$ cat config.mk
export PLATFORM = sky130hd
export DESIGN_NAME = stepper_focuser_position_controller_top_flat
export DESIGN_NICKNAME = d
export VERILOG_FILES = /design/src/hdl/sfpc_pkg.sv /design/src/hdl/sfpc_cmd_if.sv /design/src/hdl/sfpc_result_if.sv /design/src/hdl/sfpc_cfg_if.sv /design/src/hdl/sfpc_move_unit.sv /design/src/hdl/stepper_focuser_position_controller_top.sv /design/src/flat_wrapper.sv
export SDC_FILE = /design/constraint.sdc
export NUM_CORES = 1
export LEC_CHECK = 0
export BUFFER_PORTS_ARGS = -buffer_cell sky130_fd_sc_hd__buf_2
export CAP_MARGIN = 10
export CORE_AREA = 2 2 269 218
export CTS_CLUSTER_DIAMETER = 80
export DETAILED_ROUTE_END_ITERATION = 16
export DIE_AREA = 0 0 271 220
export PLACE_DENSITY = 0.6
export SLEW_MARGIN = 30
export SYNTH_ARGS = -nofsm -noshare
export SYNTH_HDL_FRONTEND = slang
export SYNTH_SLANG_ARGS = --single-unit
export TNS_END_PERCENT = 100
$ cat constraint.sdc
create_clock -name clk -period 12.04 [get_ports clk]
set_clock_uncertainty 0.05 [all_clocks]
set_input_delay 3.01 -clock clk [delete_from_list [all_inputs] [get_ports clk]]
set_output_delay 3.01 -clock clk [all_outputs]
set_load 0.02 [all_outputs]
$ cat src/hdl/sfpc_pkg.sv
`default_nettype none
package sfpc_pkg;

    localparam int unsigned TICKS_PER_SECOND = 1000000;
    localparam int unsigned POSITION_BITS    = 16;
    localparam int unsigned ACC_BITS         = 21;
    localparam int unsigned RATE_BITS        = 8;
    localparam int unsigned DURATION_BITS    = 16;
    localparam int unsigned OP_BITS          = 3;
    localparam int unsigned STATUS_BITS      = 2;
    localparam int unsigned CFG_INDEX_BITS   = 2;
    localparam int unsigned CFG_DATA_BITS    = 16;

    // Timed move sizing: (speed * duration + 500) / 1000, with the division done as
    // a shift by three followed by a reciprocal multiplication for the factor 125.
    localparam int unsigned PROD_BITS      = RATE_BITS + DURATION_BITS;
    localparam int unsigned ROUND_BIAS     = 500;
    localparam int unsigned DIV_PRE_SHIFT  = 3;
    localparam int unsigned SCALED_BITS    = PROD_BITS - DIV_PRE_SHIFT;
    localparam int unsigned DIV_SHIFT      = 28;
    localparam int unsigned RECIP_BITS     = 22;
    localparam int unsigned DIV_RECIP      = 2147484;
    localparam int unsigned RECIP_PROD_BITS = SCALED_BITS + RECIP_BITS;
    localparam int unsigned QUOT_BITS      = 15;

    localparam int unsigned MIN_POSITION_RESET = 0;
    localparam int unsigned MAX_POSITION_RESET = 7000;
    localparam int unsigned STEP_RATE_RESET    = 250;

    typedef logic [POSITION_BITS-1:0] pos_t;
    typedef logic [ACC_BITS-1:0]      acc_t;
    typedef logic [RATE_BITS-1:0]     rate_t;
    typedef logic [QUOT_BITS-1:0]     quot_t;

    localparam acc_t ACC_RELOAD = acc_t'(TICKS_PER_SECOND);

    typedef enum logic [OP_BITS-1:0] {
        OP_TICK     = 3'd0,
        OP_ABSOLUTE = 3'd1,
        OP_RELATIVE = 3'd2,
        OP_TIMED    = 3'd3,
        OP_SYNC     = 3'd4,
        OP_ABORT    = 3'd5
    } op_t;

    typedef enum logic [STATUS_BITS-1:0] {
        STATUS_AT_TARGET = 2'd0,
        STATUS_MOVING    = 2'd1,
        STATUS_REJECTED  = 2'd2
    } status_t;

    typedef enum logic [CFG_INDEX_BITS-1:0] {
        CFG_MIN_POSITION = 2'd0,
        CFG_MAX_POSITION = 2'd1,
        CFG_STEP_RATE    = 2'd2
    } cfg_index_t;

    typedef struct packed {
        logic [OP_BITS-1:0]       operation;
        pos_t                     amount;
        logic                     outward;
        rate_t                    move_speed;
        logic [DURATION_BITS-1:0] duration_ms;
    } cmd_t;

    typedef struct packed {
        logic                   step_pulse;
        logic                   step_outward;
        pos_t                   position_now;
        pos_t                   position_goal;
        logic [STATUS_BITS-1:0] status;
    } result_t;

    typedef struct packed {
        pos_t current_pos;
        pos_t target_pos;
        acc_t rate_accumulator;
    } motion_t;

    typedef struct packed {
        pos_t  min_position;
        pos_t  max_position;
        rate_t step_rate;
    } settings_t;

endpackage
`default_nettype wire

$ cat src/hdl/sfpc_cmd_if.sv
`default_nettype none
interface sfpc_cmd_if;
    logic                                  valid;
    logic                                  ready;
    logic [sfpc_pkg::OP_BITS-1:0]          operation;
    sfpc_pkg::pos_t                        amount;
    logic                                  outward;
    sfpc_pkg::rate_t                       move_speed;
    logic [sfpc_pkg::DURATION_BITS-1:0]    duration_ms;

    modport source (output valid, operation, amount, outward, move_speed, duration_ms,
                    input ready);
    modport sink (input valid, operation, amount, outward, move_speed, duration_ms,
                  output ready);
endinterface
`default_nettype wire

$ cat src/hdl/sfpc_result_if.sv
`default_nettype none
interface sfpc_result_if;
    logic                               valid;
    logic                               ready;
    logic                               step_pulse;
    logic                               step_outward;
    sfpc_pkg::pos_t                     position_now;
    sfpc_pkg::pos_t                     position_goal;
    logic [sfpc_pkg::STATUS_BITS-1:0]   status;

    modport source (output valid, step_pulse, step_outward, position_now, position_goal,
                    status, input ready);
    modport sink (input valid, step_pulse, step_outward, position_now, position_goal,
                  status, output ready);
endinterface
`default_nettype wire

$ cat src/hdl/sfpc_cfg_if.sv
`default_nettype none
interface sfpc_cfg_if;
    logic                                  valid;
    logic                                  ready;
    logic [sfpc_pkg::CFG_INDEX_BITS-1:0]   index;
    logic [sfpc_pkg::CFG_DATA_BITS-1:0]    data;

    modport source (output valid, index, data, input ready);
    modport sink (input valid, index, data, output ready);
endinterface
`default_nettype wire

$ cat src/hdl/sfpc_move_unit.sv
`default_nettype none
module sfpc_move_unit (
    input  sfpc_pkg::settings_t settings,
    input  sfpc_pkg::motion_t   motion,
    input  sfpc_pkg::cmd_t      cmd,
    input  sfpc_pkg::quot_t     timed_steps,
    output sfpc_pkg::motion_t   motion_next,
    output sfpc_pkg::result_t   result_next
);

    sfpc_pkg::pos_t                     cur;
    sfpc_pkg::pos_t                     tgt;
    sfpc_pkg::rate_t                    rate;
    sfpc_pkg::acc_t                     acc_sum;
    sfpc_pkg::pos_t                     steps;
    logic [sfpc_pkg::POSITION_BITS:0]   out_sum;
    sfpc_pkg::pos_t                     in_diff;
    sfpc_pkg::pos_t                     rel_target;
    sfpc_pkg::pos_t                     clipped;
    sfpc_pkg::pos_t                     abs_target;
    logic                               sync_bad;
    logic                               pulse;
    logic                               dir;
    logic                               rejected;
    sfpc_pkg::motion_t                  nxt;

    assign cur     = motion.current_pos;
    assign tgt     = motion.target_pos;
    assign rate    = (settings.step_rate == '0) ? sfpc_pkg::rate_t'(1) : settings.step_rate;
    assign acc_sum = motion.rate_accumulator + sfpc_pkg::acc_t'(rate);

    assign steps   = (sfpc_pkg::op_t'(cmd.operation) == sfpc_pkg::OP_TIMED)
                   ? sfpc_pkg::pos_t'(timed_steps) : cmd.amount;
    assign out_sum = {1'b0, cur} + {1'b0, steps};
    assign in_diff = cur - steps;

    always_comb
    begin
        if (cmd.outward)
        begin
            if (out_sum <= {1'b0, settings.max_position})
            begin
                rel_target = out_sum[sfpc_pkg::POSITION_BITS-1:0];
            end
            else
            begin
                rel_target = settings.max_position;
            end
        end
        else
        begin
            if ((cur >= steps) && (in_diff >= settings.min_position))
            begin
                rel_target = in_diff;
            end
            else
            begin
                rel_target = settings.min_position;
            end
        end
    end

    assign clipped    = (cmd.amount < settings.max_position) ? cmd.amount
                                                             : settings.max_position;
    assign abs_target = (clipped > settings.min_position) ? clipped : settings.min_position;
    assign sync_bad   = (cmd.amount < settings.min_position)
                     || (cmd.amount > settings.max_position);

    always_comb
    begin
        nxt      = motion;
        pulse    = 1'b0;
        dir      = 1'b0;
        rejected = 1'b0;
        case (sfpc_pkg::op_t'(cmd.operation))
            sfpc_pkg::OP_TICK:
            begin
                if (cur != tgt)
                begin
                    dir = (tgt > cur);
                    nxt.rate_accumulator = acc_sum;
                    if (acc_sum >= sfpc_pkg::ACC_RELOAD)
                    begin
                        nxt.rate_accumulator = acc_sum - sfpc_pkg::ACC_RELOAD;
                        pulse = 1'b1;
                        nxt.current_pos = dir ? (cur + 1'b1) : (cur - 1'b1);
                    end
                end
            end
            sfpc_pkg::OP_ABSOLUTE:
            begin
                nxt.target_pos = abs_target;
                nxt.rate_accumulator = sfpc_pkg::ACC_RELOAD;
            end
            sfpc_pkg::OP_RELATIVE, sfpc_pkg::OP_TIMED:
            begin
                nxt.target_pos = rel_target;
                nxt.rate_accumulator = sfpc_pkg::ACC_RELOAD;
            end
            sfpc_pkg::OP_SYNC:
            begin
                if (sync_bad)
                begin
                    rejected = 1'b1;
                end
                else
                begin
                    nxt.current_pos = cmd.amount;
                    nxt.target_pos = cmd.amount;
                    nxt.rate_accumulator = sfpc_pkg::ACC_RELOAD;
                end
            end
            sfpc_pkg::OP_ABORT:
            begin
                nxt.target_pos = cur;
                nxt.rate_accumulator = sfpc_pkg::ACC_RELOAD;
            end
            default:
            begin
                rejected = 1'b1;
            end
        endcase

        if (nxt.current_pos == nxt.target_pos)
        begin
            nxt.rate_accumulator = sfpc_pkg::ACC_RELOAD;
        end
        else
        begin
            dir = (nxt.target_pos > nxt.current_pos);
        end
    end

    always_comb
    begin
        motion_next               = nxt;
        result_next.step_pulse    = pulse;
        result_next.step_outward  = dir;
        result_next.position_now  = nxt.current_pos;
        result_next.position_goal = nxt.target_pos;
        if (rejected)
        begin
            result_next.status = sfpc_pkg::STATUS_REJECTED;
        end
        else if (nxt.current_pos != nxt.target_pos)
        begin
            result_next.status = sfpc_pkg::STATUS_MOVING;
        end
        else
        begin
            result_next.status = sfpc_pkg::STATUS_AT_TARGET;
        end
    end

endmodule
`default_nettype wire

$ cat src/hdl/stepper_focuser_position_controller_top.sv
// A command transaction is registered in the s1 stage, then the s2 stage, then the result
// register, which drives its result transaction. One command per cycle unless result.ready
// stalls the pipeline; the speed-times-duration product, the reciprocal division by 1000 and
// the position update each occupy one pipeline register stage.
// Reset (rst_n, asynchronous, active low) sets positions to zero, the accumulator to one
// million and the registers to 0, 7000 and 250, and empties the pipeline.
`default_nettype none
module stepper_focuser_position_controller_top (
    input  logic           clk,
    input  logic           rst_n,
    sfpc_cmd_if.sink       cmd,
    sfpc_result_if.source  result,
    sfpc_cfg_if.sink       cfg
);

    logic                                     s1_valid_reg;
    sfpc_pkg::cmd_t                           s1_cmd_reg;
    logic [sfpc_pkg::PROD_BITS-1:0]           s1_prod_reg;
    logic [sfpc_pkg::PROD_BITS-1:0]           s1_prod_next;
    logic                                     s2_valid_reg;
    sfpc_pkg::cmd_t                           s2_cmd_reg;
    sfpc_pkg::quot_t                          s2_quot_reg;
    sfpc_pkg::quot_t                          s2_quot_next;
    logic                                     out_valid_reg;
    sfpc_pkg::result_t                        out_result_reg;
    sfpc_pkg::result_t                        out_result_next;
    sfpc_pkg::motion_t                        motion_reg;
    sfpc_pkg::motion_t                        motion_next;
    sfpc_pkg::settings_t                      settings_reg;
    sfpc_pkg::cmd_t                           cmd_word;
    logic [sfpc_pkg::PROD_BITS-1:0]           rounded;
    logic [sfpc_pkg::SCALED_BITS-1:0]         scaled;
    logic [sfpc_pkg::RECIP_PROD_BITS-1:0]     recip_prod;
    logic                                     out_ready;
    logic                                     s2_ready;
    logic                                     s1_ready;

    assign out_ready = !out_valid_reg || result.ready;
    assign s2_ready  = !s2_valid_reg || out_ready;
    assign s1_ready  = !s1_valid_reg || s2_ready;
    assign cmd.ready = s1_ready;
    assign cfg.ready = 1'b1;

    assign cmd_word.operation   = cmd.operation;
    assign cmd_word.amount      = cmd.amount;
    assign cmd_word.outward     = cmd.outward;
    assign cmd_word.move_speed  = cmd.move_speed;
    assign cmd_word.duration_ms = cmd.duration_ms;

    assign s1_prod_next = sfpc_pkg::PROD_BITS'(cmd.move_speed)
                        * sfpc_pkg::PROD_BITS'(cmd.duration_ms);

    assign rounded      = s1_prod_reg + sfpc_pkg::PROD_BITS'(sfpc_pkg::ROUND_BIAS);
    assign scaled       = rounded[sfpc_pkg::PROD_BITS-1:sfpc_pkg::DIV_PRE_SHIFT];
    assign recip_prod   = sfpc_pkg::RECIP_PROD_BITS'(scaled)
                        * sfpc_pkg::RECIP_PROD_BITS'(sfpc_pkg::DIV_RECIP);
    assign s2_quot_next = recip_prod[sfpc_pkg::DIV_SHIFT +: sfpc_pkg::QUOT_BITS];

    sfpc_move_unit u_move (
        .settings    (settings_reg),
        .motion      (motion_reg),
        .cmd         (s2_cmd_reg),
        .timed_steps (s2_quot_reg),
        .motion_next (motion_next),
        .result_next (out_result_next)
    );

    always_ff @(posedge clk or negedge rst_n)
    begin
        if (!rst_n)
        begin
            s1_valid_reg  <= 1'b0;
            s2_valid_reg  <= 1'b0;
            out_valid_reg <= 1'b0;
        end
        else
        begin
            if (s1_ready)
            begin
                s1_valid_reg <= cmd.valid;
            end
            if (s2_ready)
            begin
                s2_valid_reg <= s1_valid_reg;
            end
            if (out_ready)
            begin
                out_valid_reg <= s2_valid_reg;
            end
        end
    end

    always_ff @(posedge clk)
    begin
        if (s1_ready)
        begin
            s1_cmd_reg  <= cmd_word;
            s1_prod_reg <= s1_prod_next;
        end
        if (s2_ready)
        begin
            s2_cmd_reg  <= s1_cmd_reg;
            s2_quot_reg <= s2_quot_next;
        end
        if (out_ready && s2_valid_reg)
        begin
            out_result_reg <= out_result_next;
        end
    end

    always_ff @(posedge clk or negedge rst_n)
    begin
        if (!rst_n)
        begin
            motion_reg.current_pos      <= '0;
            motion_reg.target_pos       <= '0;
            motion_reg.rate_accumulator <= sfpc_pkg::ACC_RELOAD;
        end
        else if (out_ready && s2_valid_reg)
        begin
            motion_reg <= motion_next;
        end
    end

    always_ff @(posedge clk or negedge rst_n)
    begin
        if (!rst_n)
        begin
            settings_reg.min_position <= sfpc_pkg::pos_t'(sfpc_pkg::MIN_POSITION_RESET);
            settings_reg.max_position <= sfpc_pkg::pos_t'(sfpc_pkg::MAX_POSITION_RESET);
            settings_reg.step_rate    <= sfpc_pkg::rate_t'(sfpc_pkg::STEP_RATE_RESET);
        end
        else if (cfg.valid)
        begin
            case (sfpc_pkg::cfg_index_t'(cfg.index))
                sfpc_pkg::CFG_MIN_POSITION:
                begin
                    settings_reg.min_position <= cfg.data[sfpc_pkg::POSITION_BITS-1:0];
                end
                sfpc_pkg::CFG_MAX_POSITION:
                begin
                    settings_reg.max_position <= cfg.data[sfpc_pkg::POSITION_BITS-1:0];
                end
                sfpc_pkg::CFG_STEP_RATE:
                begin
                    settings_reg.step_rate <= cfg.data[sfpc_pkg::RATE_BITS-1:0];
                end
                default:
                begin
                    settings_reg <= settings_reg;
                end
            endcase
        end
    end

    assign result.valid         = out_valid_reg;
    assign result.step_pulse    = out_result_reg.step_pulse;
    assign result.step_outward  = out_result_reg.step_outward;
    assign result.position_now  = out_result_reg.position_now;
    assign result.position_goal = out_result_reg.position_goal;
    assign result.status        = out_result_reg.status;

endmodule
`default_nettype wire
$ cat src/flat_wrapper.sv
// flat-port wrapper written by rule: the top's interface ports become plain ports
module stepper_focuser_position_controller_top_flat 
  (clk, rst_n, cmd_valid, cmd_operation, cmd_amount, cmd_outward, cmd_move_speed, cmd_duration_ms, cmd_ready, result_valid, result_step_pulse, result_step_outward, result_position_now, result_position_goal, result_status, result_ready, cfg_valid, cfg_index, cfg_data, cfg_ready);
  sfpc_cmd_if cmd_i ();
  sfpc_result_if result_i ();
  sfpc_cfg_if cfg_i ();
  input  logic clk;
  input  logic rst_n;
  input wire logic [$bits(cmd_i.valid)-1:0] cmd_valid;
  input wire logic [$bits(cmd_i.operation)-1:0] cmd_operation;
  input wire logic [$bits(cmd_i.amount)-1:0] cmd_amount;
  input wire logic [$bits(cmd_i.outward)-1:0] cmd_outward;
  input wire logic [$bits(cmd_i.move_speed)-1:0] cmd_move_speed;
  input wire logic [$bits(cmd_i.duration_ms)-1:0] cmd_duration_ms;
  output wire logic [$bits(cmd_i.ready)-1:0] cmd_ready;
  output wire logic [$bits(result_i.valid)-1:0] result_valid;
  output wire logic [$bits(result_i.step_pulse)-1:0] result_step_pulse;
  output wire logic [$bits(result_i.step_outward)-1:0] result_step_outward;
  output wire logic [$bits(result_i.position_now)-1:0] result_position_now;
  output wire logic [$bits(result_i.position_goal)-1:0] result_position_goal;
  output wire logic [$bits(result_i.status)-1:0] result_status;
  input wire logic [$bits(result_i.ready)-1:0] result_ready;
  input wire logic [$bits(cfg_i.valid)-1:0] cfg_valid;
  input wire logic [$bits(cfg_i.index)-1:0] cfg_index;
  input wire logic [$bits(cfg_i.data)-1:0] cfg_data;
  output wire logic [$bits(cfg_i.ready)-1:0] cfg_ready;
  assign cmd_i.valid = cmd_valid;
  assign cmd_i.operation = cmd_operation;
  assign cmd_i.amount = cmd_amount;
  assign cmd_i.outward = cmd_outward;
  assign cmd_i.move_speed = cmd_move_speed;
  assign cmd_i.duration_ms = cmd_duration_ms;
  assign cmd_ready = cmd_i.ready;
  assign result_valid = result_i.valid;
  assign result_step_pulse = result_i.step_pulse;
  assign result_step_outward = result_i.step_outward;
  assign result_position_now = result_i.position_now;
  assign result_position_goal = result_i.position_goal;
  assign result_status = result_i.status;
  assign result_i.ready = result_ready;
  assign cfg_i.valid = cfg_valid;
  assign cfg_i.index = cfg_index;
  assign cfg_i.data = cfg_data;
  assign cfg_ready = cfg_i.ready;
  stepper_focuser_position_controller_top u_core (.clk(clk), .rst_n(rst_n), .cmd(cmd_i), .result(result_i), .cfg(cfg_i));
endmodule
### Word-level counts from Yosys, hierarchy flattened

Cells that the tools add are included.
W data, S select, Z words.

* memory bits (writable): 0
* ROM bits: 0
* output and inout bits: 39
* logic and storage cells: 98
* bits in latches: 0
* flip-flop bits (word level): 211
* input bits: 67
* memories: 0

* $add $sub $neg: 7
* magnitude comparators: 10
* shift-type cells: 0
* multiply operators: 2
* divide/modulo/power cells: 0
* muxes and demuxes: 24
* bitwise gates (word level): 0
* reductions and logical operators: 21
* eq/ne operators: 12

Operators by type and width (count)
* $mux W16: 9
* $gt A16 B16 Y1: 4
* $pmux W16 S4: 1
* $mux W21: 3
* $pmux W21 S3: 1
* $mux W53: 1
* $mul A21 B20 Y41 const B: 1
* $ge A16 B16 Y1: 2
* $lt A16 B16 Y1: 2
* $ne A16 B16 Y1: 2
* $pmux W16 S2: 1
* $add A24 B9 Y24 const B: 1
* $mul A8 B16 Y24: 1
* $add A21 B8 Y21: 1
* $ge A21 B20 Y1 const B: 1
* $sub A21 B20 Y21 const B: 1
* $add A16 B16 Y17: 1
* $le A17 B16 Y1: 1
* $add A16 B1 Y16 const B: 1
* $eq A16 B16 Y1: 1
* $sub A16 B1 Y16 const B: 1
* $sub A16 B16 Y16: 1
* $logic_not A8 Y1: 1
* $mux W8: 1
* other kinds (19): 36

### Logic depth before layout (Yosys ltp)

Gate-level depths: netlist of run 1.

* word-level depth: 11
* gate-level depth with buffers: 38

### Modules after synthesis

A second synthesis of run 1 with hierarchy kept.

* cells, all modules: 2782
* area total of the unflattened synthesis: 27652.8 sq um

Modules (own cells, without submodules)
* stepper_focuser_position_controller_top: cells each 1466, area each 18189.9 sq um, times used 1
* sfpc_move_unit: cells each 1316, area each 9462.8 sq um, times used 1

### Least setup slack after synthesis of run 1

OpenSTA, ideal clock, no wires.

* path type: register to register
* start point: register u_core.s2_cmd_reg[42] in the netlist's numbering
* end point: register u_core.motion_reg[17] in the netlist's numbering
* data required time: 11.901 ns
* path slack: 3.932 ns
* path buffers: 6
* stages on the path, launching flop included: 35
* setup time: 0.089 ns
* data arrival time: 7.968 ns
* path through: edfxtp_1 > clkbuf_1 > nor2b_1 > clkbuf_1 > nand2_1 > clkbuf_1 > mux2_2 > ha_1 > nor2_1 > o311a_1 > or2_2 > o21ai_0 > o21bai_1 > a21oi_1 > xor2_1 > ha_1 > a21o_1 > a21o_1 > a21oi_1 > o21ai_0 > a31o_2 > nand2_1 > buf_1 > mux2_2 > a211oi_1 > o211a_1 > nor2_1 > ha_1 > nand4_1 > nor4_1 > o21ai_0 > a41o_1 > clkbuf_1 > buf_1 > a211oi_1

RTL lines
* start, declared: line stepper_focuser_position_controller_top.sv:21 `sfpc_pkg::cmd_t s2_cmd_reg;`
* start signal, assigned: line stepper_focuser_position_controller_top.sv:102 `s2_cmd_reg <= s1_cmd_reg;`
* end signal, assigned: line stepper_focuser_position_controller_top.sv:121 `motion_reg <= motion_next;`
* end, declared: line stepper_focuser_position_controller_top.sv:27 `sfpc_pkg::motion_t motion_reg;`

==> results by group, run 1 <==
Synthesis
  – Dominant cell type by area after synthesis: ha_1
  – Post-synthesis mux area share: 0.0424
  – Compound-Gate Fraction of Synth Area: 0.167
  – Ys async rst share: 0.459
  – Dominant synthesized flop cell: edfxtp_1
  – Largest family of logic cells by synthesized area: adder cells
  – Post-synthesis xor/xnor area fraction: 0.0325
  – Syn. warnings: 0
  – Syn Std Cell Area: about 25000 sq um
  – Number of synthesized register bits: 209
  – Syn avg cell area: about 9.5 sq um
  – Syn Nets: approximately 3300
  – Yosys top cell area share: 0.191
  – Simple-Gate Fraction of Synth Area: 0.130
  – Synth top cells by count: 387 x ha_1, 343 x inv_1, 210 x nand2_1, 179 x fa_1, 130 x a21oi_1
  – Syn Inst Count: 2680
  – Count leader, synth: ha_1
  – Post-synthesis sequential area ratio: 0.230
  – Post-synth EDFFs: roughly 110
  – Synth area leaders: ha_1 19%, fa_1 14%, edfxtp_1 13%
  – Synth unique cells: between 80 and 90
  – Adder-cell share of the synthesized area: 0.332

Die
  – Die Height: 220 um
  – Die X-Extent: ~270 um
  – Row Count: just under 80
  – I/O pins: about 110
  – Starting Density: 0.443
  – Die Area: between 50000 and 60000 sq um
  – Core Box Area: about 57000 sq um

Detailed routing
  – WL met1: 36.0 mm
  – WL/cell: about 23 um
  – DR iter-0 viols: between 1500 and 2000
  – Max layer used: met5
  – DR pass1 iterations: 6
  – Detailed Route WL: about 80 mm
  – Via count of the routed design: around 21000
  – DRT antenna net count: 0
  – Met3 WL: approximately 5.2 mm
  – Met2 routed WL: 36.1 mm
  – Residual DRC: 0
  – Vias per cell: just under 6

Worst setup path
  – Worst path top cell family by delay: simple AND/OR/NAND/NOR gates
  – CP Class: flop to flop
  – Slowest-stage cell, CP: nor2_2
  – R2r worst-path depth: 28
  – WP buf/inv: 0
  – Worst EP required: around 13 ns
  – Setup crit start: u_core.s2_cmd_reg[42]$_DFFE_PP_
  – Reg-to-Reg Start: u_core.s2_cmd_reg[42]$_DFFE_PP_
  – Most used cell, CP: ha_1
  – Crit-path max cell delay: approximately 0.76 ns
  – Data arrival time of the critical path: approximately 11 ns
  – Startpoint Class: flop
  – CP Capture Type: flop
  – CP max FO: 32
  – WP depth: 28

Clock network
  – CTS root buf: clkbuf_16
  – Post-CTS Setup Inserts: 0
  – Clock sinks: about 210
  – Resized cells post-CTS: 0
  – Clk pin slew, worst setup/hold paths: roughly 0.07 ns
  – CTS buffer count: 26
  – CTS tree: done
  – CTS H-tree depth: 1
  – Bufs on Longest Clock Path: 3
  – CTS Hold Buffers Added: 0
  – Clk_lat worst skew: ~0.59 ns

Place
  – Area of placed instances: around 27000 sq um
  – Global placement routability congestion: roughly 1
  – IO Port Bufs: about 100
  – DP HPWL: ~64 mm

GRT
  – Overall Global Routing Usage: 0.270
  – First-pass GRT wire length: between 100 and 150 mm
  – Initial antenna violation count: 1
  – Total grt overflow: 0
  – Vias in the first global route: approximately 21000
  – Largest net degree at the start of global routing: 66

Finish
  – Max reg flops: 53
  – Final core utilization: 0.483
  – Layout fillers: ~5400
  – Syn-to-layout area delta: 9.08%
  – Share of layout cells above drive strength 1: 0.114
  – # diodes: 0
  – Final nets: 3387
  – Fin area: 27700 sq um

Timing
  – Final period util: 0.834
  – Max frequency: about 100 MHz
  – Worst hold slack: ~0.33 ns
  – Setup TNS: 0 ns
  – Max-slew violation count: 0
  – Slew @ Worst Pin: between 0.9 and 1 ns
  – Setup-failing EPs final: 0
  – Hold Violations, Final: 0
  – RSZ-0062 raised after global routing: no
  – Final Critical Period: between 10 and 15 ns
  – Max-slew headroom: 0.388

Status
  – Status: finished, final reports clean

Min path
  – Type of the worst min-delay path: flop to flop
  – Hold Path Cell Cnt: 0
  – Hold Path Origin: u_core.s1_cmd_reg[31]$_DFFE_PP_

Flow run
  – Max_cap viols: 0
-- layout by cell type, fill, tap and decap left out, types with 29 or more instances in the layout --
cell / count
a211oi_1: 29
a21o_1: 53
a21oi_1: 130
a31oi_1: 29
and2_1: 65
buf_2: 103
dfrtp_1: 76
edfxtp_1: 113
fa_1: 179
ha_1: 387
inv_1: 342
mux2_2: 69
nand2_1: 210
nand3_1: 49
nor2_1: 117
nor3_1: 43
o21a_1: 33
o21ai_0: 116
xnor2_1: 60
xor2_1: 29
-- area by class of cell --
cell class	count	area (sq um)	area share
Tap cell	769	962	0.0348
Multi-Input combinational cell	2042	18000	0.649
Inverter	344	1290	0.0467
Sequential cell	209	5820	0.211
Clock inverter	19	220	0.00796
Timing Repair Buffer	131	729	0.0264
Clock buffer	29	672	0.0243
-- path summary, 6_finish.rpt --
kind                       slack (ns)                                   to
min reg2reg                      0.33      u_core.s2_cmd_reg[31]$_DFFE_PP_
min in group asynchronous        2.31  u_core.settings_reg[39]$_DFFE_PN0P_
min                              0.33      u_core.s2_cmd_reg[31]$_DFFE_PP_
max in group asynchronous        8.60      u_core.s1_valid_reg$_DFFE_PN0P_
max                              2.00     u_core.motion_reg[9]$_DFFE_PN1P_
max reg2reg                      2.00     u_core.motion_reg[9]$_DFFE_PN1P_
-- layer usage --
metal | track usage | up-vias
li1 | - | 9698
met1 | 0.372 | 10300
met2 | 0.440 | 695
met3 | 0.0319 | 161
met4 | 0.0913 | 2
met5 | 0 | -
-- cells by family (layout without fill, tap and decap cells) --
logic type      count (synthesis)  after routing
simple gates                  663            663
compound gates                620            620
fa+ha+maj                     566            566
buf+inv                       429            523
flops                         209            209
mux                            98             98
xor+xnor                       94             94
other cells                     1              1
-- metrics by stage --
stage,cells,setup slack (ns)
2_1_floorplan,2680,3.93
3_3_place_gp,3495,2.11
3_5_place_dp,3495,1.75
4_1_cts,3543,1.74
5_1_grt,3543,1.35
6_report,3543,2.00
Power of run 1 is not shown: default switching activity piles up to over one toggle a cycle in this logic, so the estimate is an artifact.
==> inputs of run 2 (changes only) <==
--- a/config.mk
+++ b/config.mk
@@ -11,7 +11,7 @@
 export CTS_CLUSTER_DIAMETER = 80
 export DETAILED_ROUTE_END_ITERATION = 16
 export DIE_AREA = 0 0 271 220
-export PLACE_DENSITY = 0.6
+export PLACE_DENSITY = 0.62
 export SLEW_MARGIN = 30
 export SYNTH_ARGS = -nofsm -noshare
 export SYNTH_HDL_FRONTEND = slang
==> constraint.sdc (replaced) <==
create_clock -name clk -period 8.7 [get_ports clk]
set_clock_uncertainty 0.05 [all_clocks]
set_input_delay 2.175 -clock clk [delete_from_list [all_inputs] [get_ports clk]]
set_output_delay 2.175 -clock clk [all_outputs]
set_load 0.02 [all_outputs]
==> run 2 against run 1 <==
Worst hold slack improved by 0.041 ns. First-iteration DRC count down 1.3%. Cell count increased by 0.93%. Die area did not move. Setup slack lost 1.5 ns.
==> results by group, run 2 (synthesized netlist as in run 1, its figures left out) <==
Finish
  – Commonest non-fill, non-tap cells in the layout: 387 x ha_1, 342 x inv_1, 210 x nand2_1, 179 x fa_1, 130 x a21oi_1
  – Fin area: 27900 sq um
  – Most common cell after layout, fill and taps aside: ha_1
  – Share of layout cells above drive strength 1: 0.123
  – Final nets: ~3400
  – Syn-to-layout area delta: 9.94%
  – # diodes: 0
  – Max reg flops: 53
  – Layout fillers: about 5400

Worst setup path
  – CP Class: flop to flop
  – Worst EP required: approximately 8.9 ns
  – Most used cell, CP: fa_1
  – Crit-path max cell delay: 0.57 ns
  – Worst path top cell family by delay: adder cells
  – Startpoint Class: flop
  – Critical-path cell list: or4_1 -> a211o_1 -> and3_1 -> nand3_1 -> xnor2_1 -> ha_1 -> fa_1 -> inv_1 -> fa_1 -> inv_1 -> fa_1 -> fa_1 -> fa_1 -> ha_1 -> a21o_1 -> a211o_1 -> a21oi_1 -> o211ai_1 -> o21ai_0 -> o21ai_0 -> a221o_1 -> a2111o_1 -> a21oi_1 -> xnor2_1
  – Slowest-stage cell, CP: or4_1
  – Data arrival time of the critical path: ~8.5 ns
  – CP Capture Type: flop
  – WP buf/inv: 2
  – CP max FO: 6

Die
  – Core Box Area: between 50000 and 60000 sq um
  – Die Area: 59600 sq um
  – I/O pins: 106
  – Die X-Extent: between 200 and 300 um
  – Row Count: 79
  – Die Height: 220 um
  – Starting Density: 0.443

Clock network
  – Clk_lat worst skew: approximately 0.59 ns
  – CTS H-tree depth: 1
  – CTS buffer count: 27
  – Clk pin slew, worst setup/hold paths: 0.06 ns
  – Bufs on Longest Clock Path: 3
  – CTS tree: done
  – CTS Hold Buffers Added: 0
  – CTS root buf: clkbuf_16
  – Clock sinks: between 200 and 250

Timing
  – Slew @ Worst Pin: approximately 0.97 ns
  – Max-slew headroom: 0.348
  – Max-slew violation count: 0
  – Setup-failing EPs final: 0
  – Final Critical Period: 8.24 ns
  – Setup TNS: 0 ns
  – Max frequency: approximately 120 MHz
  – RSZ-0062 raised after global routing: no
  – Slack of the critical path: between 0.4 and 0.5 ns
  – Final period util: 0.948
  – Hold Violations, Final: 0

GRT
  – Vias in the first global route: about 21000
  – Largest net degree at the start of global routing: 62
  – Initial antenna violation count: 0
  – Overall Global Routing Usage: 0.258
  – Total grt overflow: 0
  – First-pass GRT wire length: about 120 mm

Flow run
  – Max_cap viols: 0

Detailed routing
  – Vias per cell: 5.92
  – Residual DRC: 0
  – Detailed Route WL: around 77 mm
  – DR pass1 iterations: 6
  – DRT antenna net count: 0
  – WL/cell: 21.6 um
  – Via count of the routed design: approximately 21000
  – DR iter-0 viols: slightly below 2000

Place
  – Global placement routability congestion: about 1
  – DP Worst Slack: around 0.24 ns
  – DP HPWL: ~62 mm
  – Area of placed instances: ~27000 sq um
  – IO Port Bufs: ~100

Status
  – Status: finished, final reports clean

Min path
  – Type of the worst min-delay path: flop to flop
run 2: changes by cell type in the layout (fill, tap and decap cells not counted), moves of 2 or more:
cell | before | now
xnor2_1 | 60 | 64
clkinv_8 | 2 | 0
xor2_2 | 0 | 2
buf_4 | 27 | 59
xnor2_2 | 5 | 1
inv_6 | 4 | 0
clkinvlp_4 | 2 | 7
clkbuf_1 | 2 | 4
a2111oi_0 | 5 | 3
xor2_1 | 29 | 27
run 2: worst register-to-register path: stages, from the launching register on:
cell and delay (ns):
edfxtp_1 0.44, or4_1 0.57, a211o_1 0.32, and3_1 0.25
nand3_1 0.11, xnor2_1 0.43, ha_1 0.40, fa_1 0.50
inv_1 0.05, fa_1 0.47, inv_1 0.05, fa_1 0.50
fa_1 0.51, fa_1 0.40, ha_1 0.32, a21o_1 0.17
a211o_1 0.29, a21oi_1 0.17, o211ai_1 0.11, o21ai_0 0.43
o21ai_0 0.31, a221o_1 0.42, a2111o_1 0.41, a21oi_1 0.22
xnor2_1 0.09
run 2: final timing paths:
check                                                start                            endpoint  slack (ns)  depth (start not counted)
max in group asynchronous                            rst_n   u_core.motion_reg[50]$_DFFE_PN0P_        5.81                          2
hold reg to reg            u_core.s1_cmd_reg[40]$_DFFE_PP_     u_core.s2_cmd_reg[40]$_DFFE_PP_        0.37                          0
min in group asynchronous                            rst_n  u_core.settings_reg[9]$_DFFE_PN0P_        1.50                          1
setup reg to reg           u_core.s1_prod_reg[5]$_DFFE_PP_    u_core.s2_quot_reg[13]$_DFFE_PP_        0.46                         24
setup / recovery           u_core.s1_prod_reg[5]$_DFFE_PP_    u_core.s2_quot_reg[13]$_DFFE_PP_        0.46                         24
hold / removal             u_core.s1_cmd_reg[40]$_DFFE_PP_     u_core.s2_cmd_reg[40]$_DFFE_PP_        0.37                          0
run 2: layout make-up:
type	instances	area, sq um	share of cell area
Multi-Input combinational cell	2042	17900	0.643
Clock buffer	31	691	0.0248
Timing Repair Buffer	162	958	0.0344
Tap cell	769	962	0.0345
Clock inverter	19	218	0.00781
Sequential cell	209	5820	0.209
Inverter	344	1290	0.0463
run 2: what timing repair did:
item,in CTS,in global routing
gates resized for setup,0,6
setup endpoints to repair,0,5
buffers inserted,0,0
run 2: per-layer routing:
layer / vias up / track usage / share of wire
met2: 829 / 0.427 / 0.46
met4: 0 / 0.0707 / 0.030
met5: - / 0 / 0
met3: 142 / 0.0316 / 0.068
met1: 10400 / 0.358 / 0.45
li1: 9746 / - / -
run 2: stage by stage:
step                      std cells  hold slack [ns]   util
after global placement         3526            0.353  0.470
final                          3576            0.368  0.487
after CTS                      3576            0.370  0.486
after detailed placement       3526            0.357  0.470
after global routing           3576            0.377  0.487
after floorplan                2680            0.350      -
Power of run 2 is left out for the same reason.
==> inputs of run 3 (changes only) <==
--- a/config.mk
+++ b/config.mk
@@ -5,13 +5,14 @@
 export SDC_FILE = /design/constraint.sdc
 export NUM_CORES = 1
 export LEC_CHECK = 0
-export BUFFER_PORTS_ARGS = -buffer_cell sky130_fd_sc_hd__buf_2
+export BUFFER_PORTS_ARGS = -buffer_cell sky130_fd_sc_hd__clkbuf_2
 export CAP_MARGIN = 10
 export CORE_AREA = 2 2 269 218
 export CTS_CLUSTER_DIAMETER = 80
 export DETAILED_ROUTE_END_ITERATION = 16
 export DIE_AREA = 0 0 271 220
-export PLACE_DENSITY = 0.62
+export GPL_ROUTABILITY_DRIVEN = 1
+export PLACE_DENSITY = 0.6
 export SLEW_MARGIN = 30
 export SYNTH_ARGS = -nofsm -noshare
 export SYNTH_HDL_FRONTEND = slang
==> constraint.sdc (replaced) <==
create_clock -name clk -period 10.7 [get_ports clk]
set_clock_uncertainty 0.05 [all_clocks]
set_input_delay 2.675 -clock clk [delete_from_list [all_inputs] [get_ports clk]]
set_output_delay 2.675 -clock clk [all_outputs]
set_load 0.02 [all_outputs]
==> run 3 against run 2 <==
Wire length grew 4.0%. Global-route usage grew 1.1 points. Setup slack gained 0.53 ns. Largest cell class unchanged. Non-clock buffer count shrank 24. First-iteration DRC count shrank 8.4%.
==> results by group, run 3 (synthesized netlist as in run 1, its figures left out) <==
Status
  – Status: finished, final reports clean

GRT
  – Overall Global Routing Usage: 0.269
  – First-pass GRT wire length: about 120 mm
  – Vias in the first global route: ~21000
  – Initial antenna violation count: 1
  – Total grt overflow: 0
  – Largest net degree at the start of global routing: between 70 and 80

Detailed routing
  – Vias per cell: 5.90
  – Detailed Route WL: approximately 80 mm
  – DR iter-0 viols: 1779
  – WL/cell: about 23 um
  – DRT antenna net count: 0
  – Via count of the routed design: roughly 21000
  – DR pass1 iterations: 6
  – Residual DRC: 0

Clock network
  – CTS Hold Buffers Added: 0
  – CTS H-tree depth: 1
  – Clk pin slew, worst setup/hold paths: ~0.06 ns
  – Clock sinks: approximately 210
  – Bufs on Longest Clock Path: 3
  – CTS buffer count: 29
  – Clk_lat worst skew: around 0.6 ns
  – CTS tree: done
  – Resized cells post-CTS: 0
  – CTS root buf: clkbuf_16
  – Post-CTS Setup Inserts: 0

Timing
  – RSZ-0062 raised after global routing: no
  – Max-slew violation count: 0
  – Setup-failing EPs final: 0
  – Slew @ Worst Pin: 0.936 ns
  – Final period util: 0.908
  – Final Critical Period: ~10 ns
  – Max frequency: 103 MHz
  – Hold Violations, Final: 0
  – Max-slew headroom: 0.376
  – Setup TNS: 0 ns
  – Worst hold slack: about 0.37 ns

Worst setup path
  – Crit-path max cell delay: approximately 0.7 ns
  – WP depth: 31
  – Worst path top cell family by delay: simple AND/OR/NAND/NOR gates
  – Worst EP required: between 10 and 15 ns
  – RR Endpoint: u_core.motion_reg[9]$_DFFE_PN1P_
  – Slowest-stage cell, CP: nand2_1
  – R2r worst-path depth: 31
  – Startpoint Class: flop
  – Setup crit start: u_core.s2_cmd_reg[42]$_DFFE_PP_
  – Data arrival time of the critical path: between 10 and 15 ns
  – Worst R2R Setup Slack: 0.98 ns
  – CP Class: flop to flop
  – WP buf/inv: 1
  – CP endpoint: u_core.motion_reg[9]$_DFFE_PN1P_
  – CP max FO: 32
  – CP Capture Type: flop
  – Reg-to-Reg Start: u_core.s2_cmd_reg[42]$_DFFE_PP_

Finish
  – Max reg flops: 53
  – Register Area: slightly below 6000 sq um
  – # diodes: 0
  – Syn-to-layout area delta: 9.82%
  – Most common cell after layout, fill and taps aside: ha_1
  – Final instance count without filler cells: ~3600
  – Share of layout cells above drive strength 1: 0.118
  – Layout fillers: between 5000 and 6000
  – Footprint of the multi-input gates: about 18000 sq um
  – Final nets: approximately 3400
  – Commonest non-fill, non-tap cells in the layout: 387 x ha_1, 342 x inv_1, 209 x nand2_1, 179 x fa_1, 130 x a21oi_1

Die
  – Die Height: 220 um
  – Die X-Extent: roughly 270 um
  – Starting Density: 0.443
  – Die Area: 59600 sq um
  – Core Box Area: ~57000 sq um
  – Row Count: a little under 80
  – I/O pins: around 110

Min path
  – Hold Path Origin: u_core.s1_cmd_reg[33]$_DFFE_PP_
  – Type of the worst min-delay path: flop to flop

Place
  – Global placement routability congestion: approximately 0.96
  – DP HPWL: roughly 64 mm
  – Placed Instances: 3501
  – IO Port Bufs: between 100 and 150

Flow run
  – Max_cap viols: 0
[run 3: cell count changes in the layout (fill, tap and decap cells not counted), sizes merged]
cell      delta
buf        -127
inv          +6
clkinv       +4
clkbuf     +101
clkinvlp     -6
bufinv       +1
[run 3: metrics by stage]
stage           util  instance area (sq um)  setup slack, ns
6_report       0.486                  27800            0.983
5_1_grt        0.486                  27800            0.608
4_1_cts        0.486                  27800             1.22
3_5_place_dp   0.468                  26800             1.22
3_3_place_gp   0.467                  26700             1.21
2_1_floorplan      -                  25300             2.59
[run 3: metal layers]
layer	share of wire	vias up	wire [um]	GRT usage
li1	-	9718	-	-
met1	0.44	10300	35100	0.359
met2	0.45	813	36100	0.445
met3	0.073	164	5850	0.0430
met4	0.040	2	3220	0.0934
met5	0.00010	-	8	0
[run 3: worst min-delay path by stage]
stage	slack, ns	end	cells past startpoint
after floorplan	0.35	u_core.s2_cmd_reg[24]$_DFFE_PP_	0
after global placement	0.35	u_core.s2_cmd_reg[33]$_DFFE_PP_	0
final	0.37	u_core.s2_cmd_reg[33]$_DFFE_PP_	0
after detailed placement	0.35	u_core.s2_cmd_reg[33]$_DFFE_PP_	0
after CTS	0.37	u_core.s2_cmd_reg[33]$_DFFE_PP_	0
after global routing	0.38	u_core.s2_cmd_reg[40]$_DFFE_PP_	0
[run 3: layout make-up]
cell class	count	share of cell area
Multi-Input combinational cell	2042	0.645
Sequential cell	209	0.209
Inverter	344	0.0464
Tap cell	769	0.0346
Timing Repair Buffer	138	0.0284
Clock buffer	29	0.0261
Clock inverter	24	0.0104
[run 3: worst reg2reg max path: cells and delay by family, from the launching register on]
kind,cells,cell delay [ns]
AOI/OAI and AO/OA,14,3.02
xor gates and xnor gates,1,0.37
adders and majority gates,3,0.98
buffers and inverters,1,0.19
DFF,1,0.57
muxes,2,0.96
and+or+nand+nor,10,3.52
Power of run 3 is left out for the same reason.
